--- src/rtl/circ_pkg.sv ---
// circ_pkg: shared types and constants for the circle rasterizer
// opcodes, fixed field widths and the queue status bundle; no dependencies
`timescale 1ns / 1ps
`default_nettype none

package circ_pkg;

  localparam logic OP_START   = 1'b0;
  localparam logic OP_ADVANCE = 1'b1;

  // point coordinates and decision variable have fixed widths
  localparam int POINT_W = 14;
  localparam int DEC_W   = 16;

  // runs that can wait between the step logic and the point emitter
  localparam int QUEUE_DEPTH = 2;

  typedef struct packed {
    logic full;
    logic empty;
  } q_status_t;

endpackage

`default_nettype wire

--- src/rtl/circle_rasterizer_top.sv ---
// circle_rasterizer_top: midpoint circle rasterizer, front step logic,
// run queue and point emitter; depends on circ_pkg, circ_front, circ_queue, circ_back
//
//   channel  ports                                       direction  beat
//   in       in_valid/in_stall, opcode, center, radius   input      one command
//   out      out_valid/out_stall, point, last, done      output     one point
//
// a start or an active advance yields eight points, one per cycle unless out_stall holds them;
// the emitter holds a single point at a time in its output register
// an advance with no circle in progress is accepted and yields no point
// the first point passes the run queue, the emitter run registers and its output register; two runs can wait queued
// reset (rst_n low at a clock edge) clears the step state, the queue and out_valid
// out_stall holds the current point; in_stall rises only when the run queue is full
`timescale 1ns / 1ps
`default_nettype none

module circle_rasterizer_top #(
  parameter int COORD_BITS  = 12,
  parameter int RADIUS_BITS = 11
) (
  input  wire logic                                clk,
  input  wire logic                                rst_n,
  input  wire logic                                in_valid,
  output logic                                     in_stall,
  input  wire logic                                in_opcode,
  input  wire logic [COORD_BITS-1:0]               in_center_x,
  input  wire logic [COORD_BITS-1:0]               in_center_y,
  input  wire logic [RADIUS_BITS-1:0]              in_radius,
  output logic                                     out_valid,
  input  wire logic                                out_stall,
  output logic signed [circ_pkg::POINT_W-1:0]      out_point_x,
  output logic signed [circ_pkg::POINT_W-1:0]      out_point_y,
  output logic                                     out_last_of_run,
  output logic                                     out_circle_done
);

  localparam int RUN_W = 2 * COORD_BITS + 2 * (RADIUS_BITS + 2) + 1;

  circ_pkg::q_status_t q_status;
  logic                push;
  logic                pop;
  logic [RUN_W-1:0]    push_data;
  logic [RUN_W-1:0]    pop_data;

  circ_front #(
    .COORD_BITS  (COORD_BITS),
    .RADIUS_BITS (RADIUS_BITS),
    .RUN_W       (RUN_W)
  ) u_front (
    .clk         (clk),
    .rst_n       (rst_n),
    .in_valid    (in_valid),
    .in_stall    (in_stall),
    .in_opcode   (in_opcode),
    .in_center_x (in_center_x),
    .in_center_y (in_center_y),
    .in_radius   (in_radius),
    .q_status    (q_status),
    .push        (push),
    .push_data   (push_data)
  );

  circ_queue #(
    .WIDTH (RUN_W)
  ) u_queue (
    .clk       (clk),
    .rst_n     (rst_n),
    .push      (push),
    .push_data (push_data),
    .pop       (pop),
    .pop_data  (pop_data),
    .status    (q_status)
  );

  circ_back #(
    .COORD_BITS  (COORD_BITS),
    .RADIUS_BITS (RADIUS_BITS),
    .RUN_W       (RUN_W)
  ) u_back (
    .clk             (clk),
    .rst_n           (rst_n),
    .q_status        (q_status),
    .pop_data        (pop_data),
    .pop             (pop),
    .out_valid       (out_valid),
    .out_stall       (out_stall),
    .out_point_x     (out_point_x),
    .out_point_y     (out_point_y),
    .out_last_of_run (out_last_of_run),
    .out_circle_done (out_circle_done)
  );

endmodule

`default_nettype wire

--- src/rtl/circ_queue.sv ---
// circ_queue: small register queue of pending runs between front and back
// uses circ_pkg for depth and the status bundle
`timescale 1ns / 1ps
`default_nettype none

module circ_queue #(
  parameter int WIDTH = 63
) (
  input  wire logic                clk,
  input  wire logic                rst_n,
  input  wire logic                push,
  input  wire logic [WIDTH-1:0]    push_data,
  input  wire logic                pop,
  output logic      [WIDTH-1:0]    pop_data,
  output circ_pkg::q_status_t      status
);

  localparam int DEPTH = circ_pkg::QUEUE_DEPTH;
  localparam int PW    = (DEPTH > 1) ? $clog2(DEPTH) : 1;
  localparam int CW    = $clog2(DEPTH + 1);

  logic [WIDTH-1:0] mem_r [DEPTH];
  logic [PW-1:0]    wr_ptr_r, wr_ptr_nxt;
  logic [PW-1:0]    rd_ptr_r, rd_ptr_nxt;
  logic [CW-1:0]    count_r, count_nxt;

  always_comb begin
    wr_ptr_nxt = wr_ptr_r;
    rd_ptr_nxt = rd_ptr_r;
    count_nxt  = count_r;
    if (push) begin
      wr_ptr_nxt = (wr_ptr_r == PW'(DEPTH - 1)) ? '0 : wr_ptr_r + 1'b1;
    end
    if (pop) begin
      rd_ptr_nxt = (rd_ptr_r == PW'(DEPTH - 1)) ? '0 : rd_ptr_r + 1'b1;
    end
    if (push && !pop) begin
      count_nxt = count_r + 1'b1;
    end else if (pop && !push) begin
      count_nxt = count_r - 1'b1;
    end
  end

  always_ff @(posedge clk) begin
    if (!rst_n) begin
      wr_ptr_r <= '0;
      rd_ptr_r <= '0;
      count_r  <= '0;
    end else begin
      wr_ptr_r <= wr_ptr_nxt;
      rd_ptr_r <= rd_ptr_nxt;
      count_r  <= count_nxt;
    end
  end

  always_ff @(posedge clk) begin
    if (push) begin
      mem_r[wr_ptr_r] <= push_data;
    end
  end

  assign pop_data     = mem_r[rd_ptr_r];
  assign status.full  = (count_r == CW'(DEPTH));
  assign status.empty = (count_r == '0);

  a_no_push_full: assert property (@(posedge clk) disable iff (!rst_n)
    push |-> !status.full)
    else $error("queue written while full");

  a_no_pop_empty: assert property (@(posedge clk) disable iff (!rst_n)
    pop |-> !status.empty)
    else $error("queue read while empty");

  a_count_bound: assert property (@(posedge clk) disable iff (!rst_n)
    count_r <= CW'(DEPTH))
    else $error("queue count beyond depth");

  a_count_track: assert property (@(posedge clk) disable iff (!rst_n)
    (push && !pop) |=> !status.empty)
    else $error("queue empty after a lone push");

endmodule

`default_nettype wire

--- src/rtl/circ_front.sv ---
// circ_front: accepts start and advance beats and runs the decision step
// pushes one run (center, x, y, done) per emitting beat; uses circ_pkg
`timescale 1ns / 1ps
`default_nettype none

module circ_front #(
  parameter int COORD_BITS  = 12,
  parameter int RADIUS_BITS = 11,
  parameter int RUN_W       = 2 * COORD_BITS + 2 * (RADIUS_BITS + 2) + 1
) (
  input  wire logic                     clk,
  input  wire logic                     rst_n,
  input  wire logic                     in_valid,
  output logic                          in_stall,
  input  wire logic                     in_opcode,
  input  wire logic [COORD_BITS-1:0]    in_center_x,
  input  wire logic [COORD_BITS-1:0]    in_center_y,
  input  wire logic [RADIUS_BITS-1:0]   in_radius,
  input  wire circ_pkg::q_status_t      q_status,
  output logic                          push,
  output logic      [RUN_W-1:0]         push_data
);

  // x and y stay within -1 .. 2**RADIUS_BITS
  localparam int XW    = RADIUS_BITS + 2;
  localparam int DEC_W = circ_pkg::DEC_W;

  logic [COORD_BITS-1:0]  cx_r, cx_nxt;
  logic [COORD_BITS-1:0]  cy_r, cy_nxt;
  logic signed [XW-1:0]   x_r, x_nxt;
  logic signed [XW-1:0]   y_r, y_nxt;
  logic [DEC_W-1:0]       dec_r, dec_nxt;
  logic                   active_r, active_nxt;

  logic                   accept;
  logic                   done;
  logic signed [31:0]     dec_ext, x_ext, y_ext, r_ext;
  logic signed [31:0]     sum_neg, sum_pos, dec_init;

  assign in_stall = q_status.full;
  assign accept   = in_valid && !in_stall;

  assign dec_ext  = {{(32 - DEC_W){dec_r[DEC_W-1]}}, dec_r};
  assign x_ext    = {{(32 - XW){x_r[XW-1]}}, x_r};
  assign y_ext    = {{(32 - XW){y_r[XW-1]}}, y_r};
  assign r_ext    = {{(32 - RADIUS_BITS){1'b0}}, in_radius};
  assign sum_neg  = dec_ext + (x_ext <<< 2) + 32'sd6;
  assign sum_pos  = dec_ext + ((x_ext - y_ext) <<< 2) + 32'sd10;
  assign dec_init = 32'sd3 - (r_ext <<< 1);

  always_comb begin
    cx_nxt     = cx_r;
    cy_nxt     = cy_r;
    x_nxt      = x_r;
    y_nxt      = y_r;
    dec_nxt    = dec_r;
    active_nxt = active_r;
    done       = 1'b0;
    push       = 1'b0;
    if (accept) begin
      if (in_opcode == circ_pkg::OP_START) begin
        cx_nxt     = in_center_x;
        cy_nxt     = in_center_y;
        x_nxt      = '0;
        y_nxt      = XW'(r_ext);
        dec_nxt    = dec_init[DEC_W-1:0];
        active_nxt = 1'b1;
        push       = 1'b1;
      end else if (active_r) begin
        if (dec_r[DEC_W-1]) begin
          dec_nxt = sum_neg[DEC_W-1:0];
        end else begin
          dec_nxt = sum_pos[DEC_W-1:0];
          y_nxt   = y_r - XW'(1);
        end
        x_nxt = x_r + XW'(1);
        done  = (x_nxt > y_nxt);
        if (done) begin
          active_nxt = 1'b0;
        end
        push = 1'b1;
      end
    end
  end

  assign push_data = {cx_nxt, cy_nxt, x_nxt, y_nxt, done};

  always_ff @(posedge clk) begin
    if (!rst_n) begin
      cx_r     <= '0;
      cy_r     <= '0;
      x_r      <= '0;
      y_r      <= '0;
      dec_r    <= '0;
      active_r <= 1'b0;
    end else begin
      cx_r     <= cx_nxt;
      cy_r     <= cy_nxt;
      x_r      <= x_nxt;
      y_r      <= y_nxt;
      dec_r    <= dec_nxt;
      active_r <= active_nxt;
    end
  end

  a_idle_advance: assert property (@(posedge clk) disable iff (!rst_n)
    (accept && in_opcode == circ_pkg::OP_ADVANCE && !active_r) |-> !push)
    else $error("advance with no circle produced a run");

  a_done_clears: assert property (@(posedge clk) disable iff (!rst_n)
    (push && done) |=> !active_r)
    else $error("circle still active after its final run");

  a_start_active: assert property (@(posedge clk) disable iff (!rst_n)
    (accept && in_opcode == circ_pkg::OP_START) |=> active_r)
    else $error("start did not open a circle");

endmodule

`default_nettype wire

--- src/rtl/circ_back.sv ---
// circ_back: takes queued runs and emits their eight mirrored points
// one point per cycle unless stalled, via an output register; uses circ_pkg
`timescale 1ns / 1ps
`default_nettype none

module circ_back #(
  parameter int COORD_BITS  = 12,
  parameter int RADIUS_BITS = 11,
  parameter int RUN_W       = 2 * COORD_BITS + 2 * (RADIUS_BITS + 2) + 1
) (
  input  wire logic                                   clk,
  input  wire logic                                   rst_n,
  input  wire circ_pkg::q_status_t                    q_status,
  input  wire logic [RUN_W-1:0]                       pop_data,
  output logic                                        pop,
  output logic                                        out_valid,
  input  wire logic                                   out_stall,
  output logic signed [circ_pkg::POINT_W-1:0]         out_point_x,
  output logic signed [circ_pkg::POINT_W-1:0]         out_point_y,
  output logic                                        out_last_of_run,
  output logic                                        out_circle_done
);

  localparam int XW = RADIUS_BITS + 2;
  localparam int PW = circ_pkg::POINT_W;

  logic [COORD_BITS-1:0]  cx_r;
  logic [COORD_BITS-1:0]  cy_r;
  logic signed [XW-1:0]   x_r;
  logic signed [XW-1:0]   y_r;
  logic                   done_r;
  logic                   busy_r, busy_nxt;
  logic [2:0]             idx_r, idx_nxt;
  logic                   out_valid_r, out_valid_nxt;
  logic signed [PW-1:0]   px_r, py_r;
  logic                   last_r, cdone_r;

  logic                   advance;
  logic signed [XW-1:0]   off_x, off_y;
  logic signed [31:0]     ox_ext, oy_ext, px_sum, py_sum;

  // a point leaves the run when the output register is free or draining
  assign advance = busy_r && (!out_valid_r || !out_stall);
  assign pop     = !q_status.empty && (!busy_r || (advance && idx_r == 3'd7));

  // octant order: index bit 2 swaps x and y, bit 0 negates x, bit 1 negates y
  assign off_x  = idx_r[2] ? y_r : x_r;
  assign off_y  = idx_r[2] ? x_r : y_r;
  assign ox_ext = {{(32 - XW){off_x[XW-1]}}, off_x};
  assign oy_ext = {{(32 - XW){off_y[XW-1]}}, off_y};
  assign px_sum = {{(32 - COORD_BITS){1'b0}}, cx_r} + (idx_r[0] ? -ox_ext : ox_ext);
  assign py_sum = {{(32 - COORD_BITS){1'b0}}, cy_r} + (idx_r[1] ? -oy_ext : oy_ext);

  always_comb begin
    busy_nxt      = busy_r;
    idx_nxt       = idx_r;
    out_valid_nxt = out_valid_r;
    if (advance) begin
      out_valid_nxt = 1'b1;
      idx_nxt       = idx_r + 3'd1;
      if (idx_r == 3'd7) begin
        busy_nxt = 1'b0;
      end
    end else if (!out_stall) begin
      out_valid_nxt = 1'b0;
    end
    if (pop) begin
      busy_nxt = 1'b1;
      idx_nxt  = 3'd0;
    end
  end

  always_ff @(posedge clk) begin
    if (!rst_n) begin
      busy_r      <= 1'b0;
      idx_r       <= '0;
      out_valid_r <= 1'b0;
    end else begin
      busy_r      <= busy_nxt;
      idx_r       <= idx_nxt;
      out_valid_r <= out_valid_nxt;
    end
  end

  always_ff @(posedge clk) begin
    if (pop) begin
      {cx_r, cy_r, x_r, y_r, done_r} <= pop_data;
    end
    if (advance) begin
      px_r    <= px_sum[PW-1:0];
      py_r    <= py_sum[PW-1:0];
      last_r  <= (idx_r == 3'd7);
      cdone_r <= done_r;
    end
  end

  assign out_valid       = out_valid_r;
  assign out_point_x     = px_r;
  assign out_point_y     = py_r;
  assign out_last_of_run = last_r;
  assign out_circle_done = cdone_r;

  a_pop_at_boundary: assert property (@(posedge clk) disable iff (!rst_n)
    (pop && busy_r) |-> (advance && idx_r == 3'd7))
    else $error("new run loaded in the middle of a run");

  a_last_ends_run: assert property (@(posedge clk) disable iff (!rst_n)
    (advance && idx_r == 3'd7 && !pop) |=> !busy_r)
    else $error("emitter busy after the eighth point");

  a_first_after_pop: assert property (@(posedge clk) disable iff (!rst_n)
    pop |=> (busy_r && idx_r == 3'd0))
    else $error("run not started at the first point");

endmodule

`default_nettype wire

--- config.mk ---
export PLATFORM = sky130hd
export DESIGN_NAME = circle_rasterizer_top
export DESIGN_NICKNAME = d
export VERILOG_FILES = /design/src/rtl/circ_pkg.sv /design/src/rtl/circle_rasterizer_top.sv /design/src/rtl/circ_queue.sv /design/src/rtl/circ_front.sv /design/src/rtl/circ_back.sv
export SDC_FILE = /design/constraint.sdc
export NUM_CORES = 1
export LEC_CHECK = 0
export ABC_AREA = 1
export BUFFER_PORTS_ARGS = -buffer_cell sky130_fd_sc_hd__buf_4
export CORE_ASPECT_RATIO = 1.4
export CORE_MARGIN = 2
export CORE_UTILIZATION = 30
export CTS_BUF_LIST = sky130_fd_sc_hd__clkbuf_2
export DETAILED_ROUTE_END_ITERATION = 8
export PLACE_DENSITY = 0.45
export SLEW_MARGIN = 30
export SYNTH_ARGS = -nofsm -noshare
export SYNTH_HDL_FRONTEND = slang
export SYNTH_SLANG_ARGS = --single-unit
--- constraint.sdc ---
create_clock -name clk -period 10 [get_ports clk]
set_input_delay 0.5 -clock clk [delete_from_list [all_inputs] [get_ports clk]]
set_output_delay 0.5 -clock clk [all_outputs]
set_load 0.01 [all_outputs]
==> metrics.txt, run 1 <==
Final setup viols 0; pwr dens around 260 nW/um^2; I/O pin count 72; DR iter-0 viols 510; Die ar. ~52000 um^2; setup slack at placement ~6.1 ns; Crit Path Category flop to flop; first-pass iteration count of the detailed router 5; layout cells sized above 1 between 10% and 20%; first-pass GRT wire length approximately 67000 um; total vias in the final route approximately 12k; top-area cell type share of the netlist area 36.5%; RD Place Congestion about 0.86; Die X-Extent approximately 190 um; initial antenna violation count 1; Clock Tree Buf Depth 3; Clock H-tree levels 3; Worst Skew a little over 0.08 ns; Post-DP HPWL 32500 um; IO Port Bufs 71; Synthesized Nets just under 2k; endpoint class of the critical path flop; vias in the first global route 12.4k; HP Class input port to flop; post-layout min period slightly below 4 ns; drt via density approximately 4.6; Routed WL about 43000 um; Post-Syn Area around 15000 um^2; Nets around 2.1k; core region area between 40000 and 50000 um^2; largest net degree at the start of global routing 77; synth warn 0; RSZ-0062 raised after global routing false; maxcap violations 0; Seq/Total Area, Yosys a little under half; DIE HEIGHT about 270 um; Num CTS Buffers 70; Worst EP required 10.74 ns; commonest non-fill, non-tap cell in the layout nand2_1; post-route antenna net violation count 0; CP max FO 6; Root Buffer clkbuf_2; top post-synthesis cells by area edfxtp_1, nand2_1, dfxtp_1; TritonCTS clock tree yes; CP max-delay cell dfxtp_1; Syn Area/Cell roughly 8.4 um^2; fmax approximately 260 MHz; wire per inst approximately 16 um; final slew viol count 0; post-CTS setup buffer count 0; clock sink total roughly 260; worst vdd ir about 150 uV; Slew headroom between 30% and 40%; Reg clk slew, reported paths ~0.11 ns; crit-path max cell delay approximately 0.43 ns; Post-route DRC 0; GRT Overall Usage 16.8%; final period utilization roughly two fifths; hold_ws between 0.4 and 0.5 ns; row cnt 97; final worst setup slack about 6 ns; CP most frequent cell nand2_1; area leader, netlist edfxtp_1; nature of the critical path startpoint flop; status complete, no violations; initial core utilization a little under a third; Lkg Pwr 7.80 nW; number of synthesized register bits about 260; # hold bufs at CTS 41; unique cell type count in the Yosys netlist 50; commonest non-fill, non-tap cells in the layout nand2_1, inv_1, edfxtp_1, a21oi_1, nor2_1; Final Hold Fails 0; TNS Setup 0 ns; area growth from synthesis to layout 15.5%; gr ovfl total 0; Gate Count Post-Synth 1782; Post-CTS Resized 0; # fillers around 5.3k; worst path cell trace inv_1 -> ha_1 -> fa_1 -> nand3b_1 -> and2_1 -> inv_1 -> a21oi_1 -> nor2_1 -> nor2_1 -> xor2_1 -> inv_1 -> ha_1 -> ha_1 -> nand2_1 -> o21ai_0 -> nand2_1 -> nand3_1 -> nand2_1 -> nand3_1 -> nand2_1 -> nand2_1 -> a21oi_1; WP data arrival roughly 4.7 ns; Worst-Skew Late Latency between 0.9 and 1 ns; Slew @ Worst Pin roughly 0.91 ns
[final cells by class]
class / count / area [um^2] / share of cell area, %
Antenna cell: 1 / 2.50 / 0.0144
Clock buffer: 99 / 495 / 2.85
Clock inverter: 31 / 188 / 1.08
Inverter: 218 / 821 / 4.73
Multi-Input combinational cell: 1257 / 7020 / 40.4
Sequential cell: 258 / 7000 / 40.3
Tap cell: 643 / 805 / 4.63
Timing Repair Buffer: 124 / 1030 / 5.95
[flip-flops by register name, indices dropped and copies added (netlist names), 12 cells and up]
signal	count
u_queue.mem_r	102
u_front.dec_r	15
u_back.out_point_x	14
u_back.out_point_y	14
u_back.x_r	13
u_back.y_r	13
u_front.x_r	13
u_front.y_r	13
u_back.cx_r	12
u_back.cy_r	12
u_front.cx_r	12
u_front.cy_r	12
[worst max-delay path, delay by kind of cell (launching register included)]
family	cells	cell delay (ns)
flip-flops	1	0.43
AO/OA/AOI/OAI	3	0.48
buffers and inverters	3	0.28
AND/OR/NAND/NOR	11	1.09
adder cells (fa/ha/maj)	4	1.27
XOR/XNOR	1	0.14
[metrics by stage]
step	cell area [um^2]	instances	total power, mW	util, %
6_report	17400	2631	4.54	34.9
5_1_grt	17400	2631	4.94	34.9
4_1_cts	17400	2630	4.62	34.9
3_5_place_dp	16300	2459	3.79	32.7
3_3_place_gp	16300	2459	3.79	32.7
2_1_floorplan	15000	1782	3.13	-
[routing by layer]
metal	vias to the layer above	global-route usage [%]	wire length, um
met5	-	0	0
met4	0	10.1	2180
met3	99	2.74	1590
met2	254	31.1	22000
met1	5555	18.1	17200
li1	6287	-	-
[path summary, 6_finish.rpt]
kind	from	to	slack, ns	cells past startpoint
worst max-delay path	u_front.x_r[0]	u_front.dec_r[13]	6.09	22
worst min-delay path	in_center_x[4]	u_front.cx_r[4]	0.42	4
worst max register to register	u_front.x_r[0]	u_front.dec_r[13]	6.09	22
worst min register to register	u_back.done_r	u_back.out_circle_done	0.43	0
[Yosys cell counts (all sizes together)]
library cell and n:
a211oi 25, a21boi 1, a21o 6, a21oi 134, a22oi 2, a31oi 14, and2 4, and2b 1
buf 21, clkbuf 28, clkinv 1, dfxtp 75, edfxtp 183, fa 5, ha 110, inv 217
mux2i 1, nand2 493, nand2b 1, nand3 88, nand3b 5, nand4 23, nor2 137, nor3 9
nor3b 3, o2111ai 2, o211ai 3, o21a 3, o21ai 95, o21bai 6, o22ai 4, o31ai 1
or2 4, xnor2 25, xor2 52
[where the power goes]
part	total [mW]	internal [mW]	switching (mW)
clock network	0.786	0.325	0.461
logic	2.09	0.744	1.35
registers	1.66	1.55	0.116
total	4.54	2.61	1.92
[cell families after synthesis]
logic type / count (synthesis) / share of synthesized area (%)
DFF: 258 / 46.5
buffers and inverters: 267 / 6.99
AOI/OAI and AO/OA: 296 / 11.0
and+or+nand+nor: 768 / 21.1
adders and majority gates: 115 / 9.82
xor gates and xnor gates: 77 / 4.48
muxes: 1 / 0.0666
Note: power is estimated with default switching activity, not from simulation.
==> run 2, diff against run 1 <==
==> constraint.sdc (replaced) <==
create_clock -name clk -period 4.1 [get_ports clk]
set_input_delay 0.205 -clock clk [delete_from_list [all_inputs] [get_ports clk]]
set_output_delay 0.205 -clock clk [all_outputs]
set_load 0.01 [all_outputs]
==> run 2 against run 1 <==
Effect of this change: cell count rose by 1.5%; critical path depth fell by 1; largest cell class unchanged; combinational power rose by 140%; clock skew fell by 0.012 ns; register-to-register slack got worse by 5.8 ns; worst hold slack got worse by 0.27 ns; maximum frequency rose by 3.9%; sequential power rose by 140%; power rose by 150%.
==> metrics.txt, run 2 (synthesis gave the netlist of run 1 again) <==
hold-critical path depth 4; worst vdd ir around 300 uV; first-pass iteration count of the detailed router 5; Final Hold Fails 0; Worst EP required 5.05 ns; maxcap violations 0; pwr dens between 600 and 700 nW/um^2; crit path buf inv count 3; post-CTS setup buffer count 0; IO Port Bufs between 70 and 80; fmax 266 MHz; wire per inst ~17 um; Worst Skew around 0.070 ns; largest net degree at the start of global routing 73; Post-CTS Resized 0; Worst-Skew Late Latency 1.01 ns; Die ar. 52000 um^2; final period utilization about nine tenths; core region area 49800 um^2; clock sink total between 200 and 300; Clock H-tree levels 3; Die X-Extent 193 um; Internal around 6.5 mW; commonest non-fill, non-tap cells in the layout nand2_1, inv_1, edfxtp_1, a21oi_1, nor2_1; Routed WL around 44000 um; DR iter-0 viols 574; RD Place Congestion between 0.9 and 1; GRT Overall Usage 17.4%; final slew viol count 0; Final Non-Filler Cells between 2k and 3k; CP most frequent cell nand3_1; FF-to-FF Start u_front.x_r[0]; max reg flops just over 100; Sw Pwr ~4.6 mW; CP max FO 6; largest registers u_queue.mem_r (102), u_front.dec_r (15); delay-heaviest family, CP simple AND/OR/NAND/NOR gates; status complete, no violations; commonest non-fill, non-tap cell in the layout nand2_1; WP data arrival about 4.7 ns; layout cells sized above 1 a little under an eighth; post-layout min period ~3.8 ns; placed insts around 2.5k; TNS Setup 0 ns; area growth from synthesis to layout 18.0%; hold_ws between 0.15 and 0.2 ns; Reg clk slew, reported paths 0.12 ns; Lkg Pwr 8.07 nW; post-route antenna net violation count 0; HP Class input port to flop; Largest Register u_queue.mem_r; Crit Path Category flop to flop; total vias in the final route ~12k; initial antenna violation count 3; nature of the critical path startpoint flop; switching share of power 41.8%; Post-DP HPWL 33200 um; Comb pwr share between 40% and 50%; I/O pin count 72; drt via density 4.64; endpoint class of the critical path flop; Post-route DRC 0; RSZ-0062 raised after global routing false; first-pass GRT wire length 69600 um; row cnt 97; TritonCTS clock tree yes; crit-path max cell delay roughly 0.44 ns; worst path cell trace inv_1 -> ha_1 -> fa_1 -> nand3b_1 -> and2_1 -> inv_1 -> a21oi_1 -> nor2_1 -> nor2_1 -> xor2_1 -> inv_1 -> ha_1 -> ha_1 -> nand2_1 -> nor2_1 -> nand3_1 -> nand4_1 -> nand3_1 -> nand3_1 -> nand3_1 -> a21oi_1; Slew @ Worst Pin about 0.90 ns; clock power share around 18%; Hold Startpoint rst_n; initial core utilization a little under a third; vias in the first global route around 13k; worst reg2reg path depth 21; Slew headroom between 30% and 40%; r2r endpoint u_front.dec_r[11]; Nets 2126; Clock Tree Buf Depth 3; Worst Hold End u_front.dec_r[10]; flop2flop setup slack ~0.34 ns; Sequential Power Share a little over a third; Final setup viols 0; CP max-delay cell dfxtp_1; Num CTS Buffers 70; Root Buffer clkbuf_2; gr ovfl total 0; DIE HEIGHT 269 um
==> run 2: cell types whose count changed in the layout (fill, tap and decap cells not counted) <==
cell,change
clkinv_1,-14
clkinv_2,-5
diode_2,+2
clkbuf_2,+14
inv_6,-1
inv_2,+3
buf_4,+10
dlygate4sd3_1,+32
clkinvlp_4,-1
==> run 2: what timing repair did <==
item	in CTS	in global routing
hold endpoints to repair	152	0
hold buffers	73	0
endpoints found under the setup margin	0	0
==> run 2: routing by layer <==
metal | up-vias | share of wire (%) | GRT usage, %
li1 | 6378 | - | -
met1 | 5680 | 40 | 18.6
met2 | 246 | 54 | 33.6
met3 | 87 | 3.4 | 2.69
met4 | 2 | 3.2 | 7.67
met5 | - | 0.029 | 0
==> run 2: how the worst max path moves through the flow <==
stage,start,to,slack (ns),depth (start not counted)
after floorplan,u_queue.count_r[1],u_queue.mem_r[1][0],0.57,6
after global placement,u_front.x_r[0],u_front.dec_r[15],0.40,25
after detailed placement,u_front.x_r[0],u_front.dec_r[11],0.37,22
after CTS,u_front.x_r[0],u_front.dec_r[11],0.34,21
after global routing,u_front.x_r[0],u_front.dec_r[11],0.02,22
final,u_front.x_r[0],u_front.dec_r[11],0.34,21
==> run 2: through the flow <==
stage | cell area (um^2) | util [%] | setup WS, ns | total power, mW
after CTS | 17700 | 35.7 | 0.338 | 11.3
after floorplan | 15000 | - | 0.574 | 7.62
final | 17700 | 35.7 | 0.336 | 11.1
after global placement | 16300 | 32.8 | 0.403 | 9.19
after detailed placement | 16300 | 32.8 | 0.370 | 9.22
after global routing | 17700 | 35.7 | 0.0171 | 12.1
==> run 2: final cells by class <==
type / count / area (um^2)
fill: 5243 / 32000
multi-input combinational: 1257 / 7020
sequential: 258 / 7000
timing repair buffer: 166 / 1430
inverter: 218 / 821
tap: 643 / 805
clock buffer: 113 / 566
clock inverter: 13 / 105
antenna: 3 / 7.51
==> run 2: worst register-to-register path, delay by kind of cell, from the launching register on <==
kind            cells  cell delay (ns)
compound gates      2             0.24
fa+ha+maj           4             1.26
simple gates       11             1.37
buf+inv             3             0.28
xor+xnor            1             0.13
flops               1             0.44
==> run 2: power groups by stage <==
stage | clock network [mW] | registers (mW) | logic, mW
4_1_cts | 2.06 | 4.06 | 5.20
5_1_grt | 2.19 | 4.11 | 5.84
2_1_floorplan | 0 | 4.10 | 3.52
6_report | 1.96 | 4.05 | 5.12
3_5_place_dp | 0 | 4.12 | 5.10
3_3_place_gp | 0 | 4.12 | 5.07
